### config.mk
export PLATFORM = sky130hd
export DESIGN_NAME = balanced_byte_alu
export DESIGN_NICKNAME = d
export VERILOG_FILES = /design/src/rtl/bba_pkg.sv /design/src/rtl/bba_front.sv /design/src/rtl/bba_div_stage.sv /design/src/rtl/balanced_byte_alu.sv
export SDC_FILE = /design/constraint.sdc
export NUM_CORES = 1
export LEC_CHECK = 0
export ABC_AREA = 1
export BUFFER_PORTS_ARGS = -buffer_cell sky130_fd_sc_hd__buf_2
export CAP_MARGIN = 20
export CORE_AREA = 5 5 147 205
export CTS_BUF_LIST = sky130_fd_sc_hd__clkbuf_8
export DETAILED_ROUTE_END_ITERATION = 12
export DIE_AREA = 0 0 152 210
export PLACE_DENSITY = 0.72
export SYNTH_ARGS = -nofsm -noshare
export SYNTH_HDL_FRONTEND = slang
export SYNTH_SLANG_ARGS = --single-unit
### constraint.sdc
create_clock -name clk -period 5.6 [get_ports clk]
set_input_delay 0.56 -clock clk [delete_from_list [all_inputs] [get_ports clk]]
set_output_delay 0.56 -clock clk [all_outputs]
set_load 0.05 [all_outputs]
### src/rtl/bba_pkg.sv
// ----------------------------------------------------------------------------
// bba_pkg
// types, operation codes and helpers of the balanced byte alu
// ----------------------------------------------------------------------------
package bba_pkg;

  // operation codes
  localparam logic [3:0] OP_ENCODE = 4'd0;
  localparam logic [3:0] OP_DECODE = 4'd1;
  localparam logic [3:0] OP_ADD    = 4'd2;
  localparam logic [3:0] OP_SUB    = 4'd3;
  localparam logic [3:0] OP_NEGATE = 4'd4;
  localparam logic [3:0] OP_XOR    = 4'd5;
  localparam logic [3:0] OP_MUL    = 4'd6;
  localparam logic [3:0] OP_UDIV   = 4'd7;
  localparam logic [3:0] OP_UREM   = 4'd8;

  // status codes
  localparam logic [1:0] ST_OK       = 2'd0;
  localparam logic [1:0] ST_BAD_WORD = 2'd1;
  localparam logic [1:0] ST_DIV_ZERO = 2'd2;

  // word layout
  localparam logic [31:0] RAIL_MASK = 32'h00ff00ff;

  // divider split: restoring steps per stage and number of stages
  localparam int DIV_STEPS  = 2;
  localparam int DIV_STAGES = 8 / DIV_STEPS;

  // payload that travels down the pipeline
  typedef struct packed {
    logic [3:0] op;
    logic [1:0] status;
    logic [7:0] res;
    logic [7:0] divisor;
    logic [7:0] rem;
    logic [7:0] quo;
  } pipe_t;

  function automatic logic well_formed(input logic [31:0] w);
    return ((w & ~RAIL_MASK) == 32'd0) && (w[23:16] == ~w[7:0]);
  endfunction

  function automatic logic [31:0] encode_byte(input logic [7:0] x);
    return {8'h00, ~x, 8'h00, x};
  endfunction

endpackage

### src/rtl/bba_front.sv
// ----------------------------------------------------------------------------
// bba_front
// first stage: operand checks, short byte operations and divider setup
// ----------------------------------------------------------------------------
module bba_front (
  input  logic                clk,
  input  logic                rst,
  input  logic                in_valid,
  output logic                in_ready,
  input  logic [3:0]          op,
  input  logic [31:0]         lhs,
  input  logic [31:0]         rhs,
  output logic                out_valid,
  input  logic                out_ready,
  output bba_pkg::pipe_t      out_data
);
  import bba_pkg::*;

  pipe_t       data;
  pipe_t       data_next;
  logic        valid;
  logic [7:0]  xa;
  logic [7:0]  ya;
  logic [15:0] prod;
  logic        uses_lhs;
  logic        uses_rhs;
  logic        bad;

  // operand checks and short operations
  always_comb begin
    xa       = lhs[7:0];
    ya       = rhs[7:0];
    prod     = 16'(xa) * 16'(ya);
    uses_lhs = (op >= OP_DECODE) && (op <= OP_UREM);
    uses_rhs = (op >= OP_ADD) && (op <= OP_UREM) && (op != OP_NEGATE);
    bad      = (uses_lhs && !well_formed(lhs)) || (uses_rhs && !well_formed(rhs));

    data_next.op      = op;
    data_next.divisor = ya;
    data_next.rem     = 8'd0;
    data_next.quo     = xa;
    data_next.status  = ST_OK;
    data_next.res     = 8'd0;
    case (op)
      OP_ENCODE, OP_DECODE: data_next.res = xa;
      OP_ADD:               data_next.res = xa + ya;
      OP_SUB:               data_next.res = xa - ya;
      OP_NEGATE:            data_next.res = 8'd0 - xa;
      OP_XOR:               data_next.res = xa ^ ya;
      OP_MUL:               data_next.res = prod[7:0];
      default:              data_next.res = 8'd0;
    endcase
    if (bad) begin
      data_next.status = ST_BAD_WORD;
    end else if (((op == OP_UDIV) || (op == OP_UREM)) && (ya == 8'd0)) begin
      data_next.status = ST_DIV_ZERO;
    end
  end

  // stage register
  assign in_ready = !valid || out_ready;

  always_ff @(posedge clk) begin
    if (rst) begin
      valid <= 1'b0;
    end else if (in_ready) begin
      valid <= in_valid;
    end
  end

  always_ff @(posedge clk) begin
    if (in_ready && in_valid) begin
      data <= data_next;
    end
  end

  assign out_valid = valid;
  assign out_data  = data;

endmodule

### src/rtl/bba_div_stage.sv
// ----------------------------------------------------------------------------
// bba_div_stage
// one divider stage: DIV_STEPS restoring division steps and a stage register
// ----------------------------------------------------------------------------
module bba_div_stage (
  input  logic           clk,
  input  logic           rst,
  input  logic           in_valid,
  output logic           in_ready,
  input  bba_pkg::pipe_t in_data,
  output logic           out_valid,
  input  logic           out_ready,
  output bba_pkg::pipe_t out_data
);
  import bba_pkg::*;

  pipe_t      data;
  pipe_t      data_next;
  logic       valid;
  logic [8:0] shifted;
  logic       ge;

  // restoring steps: shift in the next dividend bit, subtract when it fits
  always_comb begin
    data_next = in_data;
    shifted   = 9'd0;
    ge        = 1'b0;
    for (int i = 0; i < DIV_STEPS; i++) begin
      shifted       = {data_next.rem, data_next.quo[7]};
      ge            = shifted >= {1'b0, data_next.divisor};
      data_next.rem = ge ? 8'(shifted - {1'b0, data_next.divisor}) : shifted[7:0];
      data_next.quo = {data_next.quo[6:0], ge};
    end
  end

  // stage register
  assign in_ready = !valid || out_ready;

  always_ff @(posedge clk) begin
    if (rst) begin
      valid <= 1'b0;
    end else if (in_ready) begin
      valid <= in_valid;
    end
  end

  always_ff @(posedge clk) begin
    if (in_ready && in_valid) begin
      data <= data_next;
    end
  end

  assign out_valid = valid;
  assign out_data  = data;

endmodule

### src/rtl/balanced_byte_alu.sv
// ----------------------------------------------------------------------------
// balanced_byte_alu: byte alu over balanced words (byte and its complement)
// check, divider and output registers; one request per cycle while not stalled
// the 8-step restoring divider sets the depth, two steps in each of 4 stages
// synchronous reset empties all stages; no state is kept between requests
// ----------------------------------------------------------------------------
module balanced_byte_alu (
  input  logic        clk,
  input  logic        rst,
  input  logic        in_valid,
  output logic        in_stall,
  input  logic [3:0]  op,
  input  logic [31:0] lhs,
  input  logic [31:0] rhs,
  output logic        out_valid,
  input  logic        out_stall,
  output logic [31:0] result,
  output logic [1:0]  status
);
  import bba_pkg::*;

  logic                  front_ready;
  logic [DIV_STAGES:0]   stg_valid;
  logic [DIV_STAGES:0]   stg_ready;
  pipe_t                 stg_data [DIV_STAGES+1];
  pipe_t                 last;
  logic                  out_ready;
  logic [31:0]           result_next;

  assign in_stall = !front_ready;

  // check stage
  bba_front u_front (
    .clk       (clk),
    .rst       (rst),
    .in_valid  (in_valid),
    .in_ready  (front_ready),
    .op        (op),
    .lhs       (lhs),
    .rhs       (rhs),
    .out_valid (stg_valid[0]),
    .out_ready (stg_ready[0]),
    .out_data  (stg_data[0])
  );

  // divider stages
  for (genvar g = 0; g < DIV_STAGES; g++) begin : g_div
    bba_div_stage u_div (
      .clk       (clk),
      .rst       (rst),
      .in_valid  (stg_valid[g]),
      .in_ready  (stg_ready[g]),
      .in_data   (stg_data[g]),
      .out_valid (stg_valid[g+1]),
      .out_ready (stg_ready[g+1]),
      .out_data  (stg_data[g+1])
    );
  end

  // result formatting
  assign last = stg_data[DIV_STAGES];

  always_comb begin
    result_next = 32'd0;
    if (last.status == ST_OK) begin
      case (last.op)
        OP_DECODE: result_next = {24'd0, last.res};
        OP_ENCODE, OP_ADD, OP_SUB, OP_NEGATE, OP_XOR, OP_MUL:
          result_next = encode_byte(last.res);
        OP_UDIV:   result_next = encode_byte(last.quo);
        OP_UREM:   result_next = encode_byte(last.rem);
        default:   result_next = 32'd0;
      endcase
    end
  end

  // output register
  assign out_ready             = !out_valid || !out_stall;
  assign stg_ready[DIV_STAGES] = out_ready;

  always_ff @(posedge clk) begin
    if (rst) begin
      out_valid <= 1'b0;
    end else if (out_ready) begin
      out_valid <= stg_valid[DIV_STAGES];
    end
  end

  always_ff @(posedge clk) begin
    if (out_ready && stg_valid[DIV_STAGES]) begin
      result <= result_next;
      status <= last.status;
    end
  end

endmodule

Word level (Yosys, flattened, before mapping)
Index checks and enable logic that the tools add are counted.

storage, ports and cells
  register bits = 214
  word-level logic and storage cells = 135

operators by class
  add/subtract/negate cells = 11
  multiply operators = 1
  $lt $le $gt $ge = 11
  equality and inequality tests = 19
  muxes and demuxes = 11
  bitwise operators = 6
  reduce and logical (&&, ||, !) cells = 40

operators with widths
  cell                 count
  $pmux 24 s4          1
  $logic_not 32->1     2
  $mux 8               8
  $sub 8x8->8          8
  $ge 9x8->1           7
  $pmux 8 s6           1
  $not 8->8            5
  $eq 4x3->1 const B   8
  $eq 4x2->1 const B   4
  $eq 8x8->1           2
  $logic_and 1x1->1    14
  $logic_not 1->1      10
  $add 8x8->8          1
  $eq 4x1->1 const B   2
  $eq 4x4->1 const B   2
  $ge 1x8->1           1
  $logic_not 4->1      2
  $logic_not 8->1      1
  $logic_or 1x1->1     8
  $mul 8x8->8          1
  $sub 1x8->8          1
  $sub 1x8->8 const A  1
  $xor 8x8->8          1
  $reduce_or 6->1      1
  other kinds (7)      7

Logic depth before layout (Yosys ltp)
  word-level depth = 8
  depth in mapped cells = 22
  mapped depth without buffers = 22

Modules after synthesis
From an unflattened synthesis, not the netlist that was laid out.

second synthesis, totals
  cell total of the unflattened synthesis = 1594
  area total of the unflattened synthesis = 13972.2 um^2

by module, submodules not included
  module                               instances  cells each  area an instance (um^2)  seq. area each (um^2)
  bba_div_stage at g_div[0].u_div ...  2          227         2260.9                   1161.1
  bba_front                            1          505         3569.7                   920.9
  bba_div_stage at g_div[2].u_div      1          231         2290.9                   1161.1
  bba_div_stage at g_div[3].u_div      1          226         2262.2                   1161.1
  balanced_byte_alu                    1          178         1327.5                   560.5

Least setup slack after synthesis
No wires, ideal clock.

  kind = input-to-reg
  start point = input rhs[4]
  end point = register u_front.data (netlist bit u_front.out_data[31]) (data pin)
  setup time = 0.253 ns
  arrival time = 3.578 ns
  data required time = 5.347 ns
  setup slack = 1.769 ns
  stages = 15
  cell sequence = buf_2 -> nand2_1 -> fa_1 -> inv_1 -> ha_1 -> inv_1 -> fa_1 -> fa_1 -> inv_1 -> ha_1 -> a21o_1 -> a31oi_1 -> nand3_1 -> nand3_1 -> nand2_1

RTL lines
  element               line                     text
  start, declared       balanced_byte_alu.sv:14  input logic [31:0] rhs,
  end signal, assigned  bba_front.sv:73          data <= data_next;
  end, declared         bba_front.sv:19          pipe_t data;

==> results.cfg <==
[detailed_routing]
num_vias = 8663
drt-pass1-iter-count = 5
drt_iter0_drc = 363
routed_wl_um = 24200
avgViaCountPerCell = 4.93
drc = 0
wl_per_cell_um = 13.8
ant_nets = 0

[pwr]
pwr-share-clk_pct = 27.6
p_leak_nw = 6.04
combPwrFrac_pct = 18.4
intPower_w = 0.00226
powerDensity_nw_per_um2 = 237
vdd_ir_drop_max_v = 0.000157
seq_power_share_pct = 54.0
netSwitchingPower_w = 0.000895
p_sw_share_pct = 28.4

[hold_path]
hp-start = op[2]
worstHoldEndpoint = u_front.out_data[36]$_DFFE_PP_
hold_depth = 1
hp-class = in -> reg

[clock_network]
clkSinkCount = 198
ctsHoldBuffers = 0
clockBufferDepth = 2
clock-root-buffer = clkbuf_8
path_clk_slew_ns = 0.11
cts_setup_buffers = 0
clkLatencyLatePin_ns = 0.46
cts_tree = yes
cts_resized = 0
cts_buffers = 17
h-tree-depth = 4

[sta]
fin_skew_ns = 0.0147
post-route-period-util_pct = 68.7
period_minus_slack_ns = 3.85
setup_viol = 0
slew_violations = 0
fmax_mhz = 260
relSlewSlack_pct = 32.6
tightestPinTransition_ns = 1.01
hold_viol = 0
rsz0062_at_grt = false
timing.hold.ws_ns = 0.309
tns_ns = 0

[yosys]
yosysWarnings = 0
yosysSeqAreaShare_pct = 48.7
synth_seq_cells = 198
netlist.area_leader.share_pct = 47.7
synthCells = 1275
syn_area_per_cell_um2 = 9.49
netlist_area_um2 = 12100
synth_area_leader_cell = edfxtp_1
synth.distinct_cells = 47
synth_area_leaders = edfxtp_1 (48%), ha_1 (9.0%), nand2_1 (8.8%)

[setup_path]
reg2regPathDepth = 21
crit_type = reg -> reg
reg2reg_from = g_div[2].u_div.out_data[7]$_DFFE_PP_
path_max_fanout = 12
crit_path_end_kind = flip-flop
reg2reg_to = g_div[3].u_div.out_data[14]$_DFFE_PP_
crit_arrival_ns = 4.17
regToRegSetupSlack_ns = 1.75
cp-start-kind = flip-flop
worst_ep_required_time_ns = 5.92

[placed_design]
gp_congestion = 0.931
dp_hpwl_um = 19500
portBuffers = 91

[finish]
area_growth_syn_to_layout_pct = 9.85
mostFrequentLayoutCells = nand2_1 (285), inv_1 (203), edfxtp_1 (192), buf_2 (91)
final_common_cell = nand2_1
drive_above_1_share_pct = 12.6
nets = 1548

[floorplan]
die_w_um = 152
placementRows = 73
core_um2 = 28100
start_util_pct = 43.0
fp.dieH_um = 210
die_area_um2 = 31900
ios = 108

[global_route]
grt_usage_pct = 15.1
overflow = 0
grt_pass1_wl_um = 40000
grt_pass1_vias = 8724
grt_max_degree = 39
grt_antenna_before_repair = 1

[flow_run]
maxCapViolations = 0

[status]
status = finished clean
worst max-delay path by stage:
stage,slack (ns),depth (start not counted),end,start
3_3_place_gp,1.41,16,u_front.out_data[31]$_DFFE_PP_,lhs[3]
5_1_grt,1.40,21,g_div[3].u_div.out_data[13]$_DFFE_PP_,g_div[2].u_div.out_data[7]$_DFFE_PP_
4_1_cts,1.68,21,g_div[3].u_div.out_data[14]$_DFFE_PP_,g_div[2].u_div.out_data[7]$_DFFE_PP_
2_1_floorplan,1.77,15,u_front.out_data[31]$_DFFE_PP_,rhs[4]
3_5_place_dp,1.39,16,u_front.out_data[31]$_DFFE_PP_,lhs[3]
6_report,1.75,21,g_div[3].u_div.out_data[14]$_DFFE_PP_,g_div[2].u_div.out_data[7]$_DFFE_PP_
power groups by stage:
stage | registers (W) | clock network [W] | logic, W
after floorplan | 0.00173 | 0 | 0.000450
after global placement | 0.00173 | 0 | 0.000563
after detailed placement | 0.00174 | 0 | 0.000577
after CTS | 0.00170 | 0.000897 | 0.000580
after global routing | 0.00171 | 0.000960 | 0.000662
final | 0.00170 | 0.000871 | 0.000579
worst max-delay path, stage by stage (launching register included):
cell	delay [ns]
edfxtp_1	0.40
inv_1	0.07
ha_1	0.24
inv_1	0.08
fa_1	0.41
inv_1	0.07
nor2_1	0.06
nand2_1	0.06
nand3_1	0.09
xnor2_1	0.14
nand2_1	0.05
o21ai_0	0.14
inv_1	0.10
ha_1	0.33
nand2_1	0.08
nor2_1	0.04
a21oi_1	0.13
a21boi_0	0.32
nand3_1	0.45
inv_1	0.29
nand2_1	0.07
nand2_1	0.08
flip-flops by register name (all words and copies together) (netlist names):
register               cells
out_valid                  1
result                    16
status                     2
g_div.u_div.out_valid      4
u_front.out_valid          1
u_front.out_data          30
g_div.u_div.out_data     144
logic make-up (layout without fill, tap and decap cells):
group	count (synthesis)	after routing	synth area share (%)
flip-flops	198	198	48.7
other	1	17	0.0310
XOR/XNOR	58	58	4.20
adder cells (fa/ha/maj)	107	107	12.3
AO/OA/AOI/OAI	169	169	8.40
buffers and inverters	237	329	8.38
AND/OR/NAND/NOR	505	505	18.0
layer usage:
| metal | track usage [%] | vias to the layer above | share of wire, % |
|---|---|---|---|
| li1 | - | 4418 | - |
| met1 | 15.6 | 4042 | 38 |
| met2 | 30.2 | 161 | 57 |
| met3 | 1.75 | 42 | 2.7 |
| met4 | 6.33 | 0 | 2.7 |
| met5 | 0 | - | 0 |
through the flow:
| stage | instance area (µm²) | instances | worst slack (ns) | total power, W | util [%] |
|---|---|---|---|---|---|
| final | 13300 | 1758 | 1.75 | 0.00315 | 47.2 |
| after global routing | 13300 | 1758 | 1.40 | 0.00333 | 47.2 |
| after CTS | 13200 | 1755 | 1.68 | 0.00318 | 47.0 |
| after detailed placement | 12900 | 1723 | 1.39 | 0.00231 | 45.7 |
| after global placement | 12900 | 1723 | 1.41 | 0.00230 | 45.7 |
| after floorplan | 12200 | 1290 | 1.77 | 0.00218 | - |
cells in the mapped netlist (all sizes together):
| master | count |
|---|---|
| inv | 202 |
| nor4 | 10 |
| o31ai | 4 |
| xnor2 | 22 |
| o211ai | 13 |
| or2 | 7 |
| o21bai | 1 |
| nand3b | 4 |
| buf | 35 |
| a22oi | 2 |
| o21a | 5 |
| a221oi | 2 |
| dfxtp | 6 |
| o22ai | 8 |
| a21oi | 86 |
| and3 | 3 |
| edfxtp | 192 |
| nor3b | 1 |
| xor2 | 36 |
| nor2 | 95 |
| nand4 | 13 |
| a21o | 7 |
| nor3 | 13 |
| nand2 | 301 |
| o2111ai | 2 |
| fa | 20 |
| conb | 1 |
| o221ai | 1 |
| a21boi | 1 |
| o21ai | 35 |
| nand3 | 58 |
| ha | 87 |
| a31oi | 2 |
area by class of cell:
| class | count | area (µm²) |
|---|---|---|
| flip-flops and latches | 198 | 5890 |
| clock buffers | 17 | 234 |
| diodes | 1 | 2.50 |
| well taps | 375 | 469 |
| multi-input cells | 855 | 5270 |
| clock inverters | 15 | 144 |
| inverters | 202 | 758 |
| fillers | 2670 | 14800 |
| repair buffers | 95 | 526 |
Power figures use the tool's default switching activity.
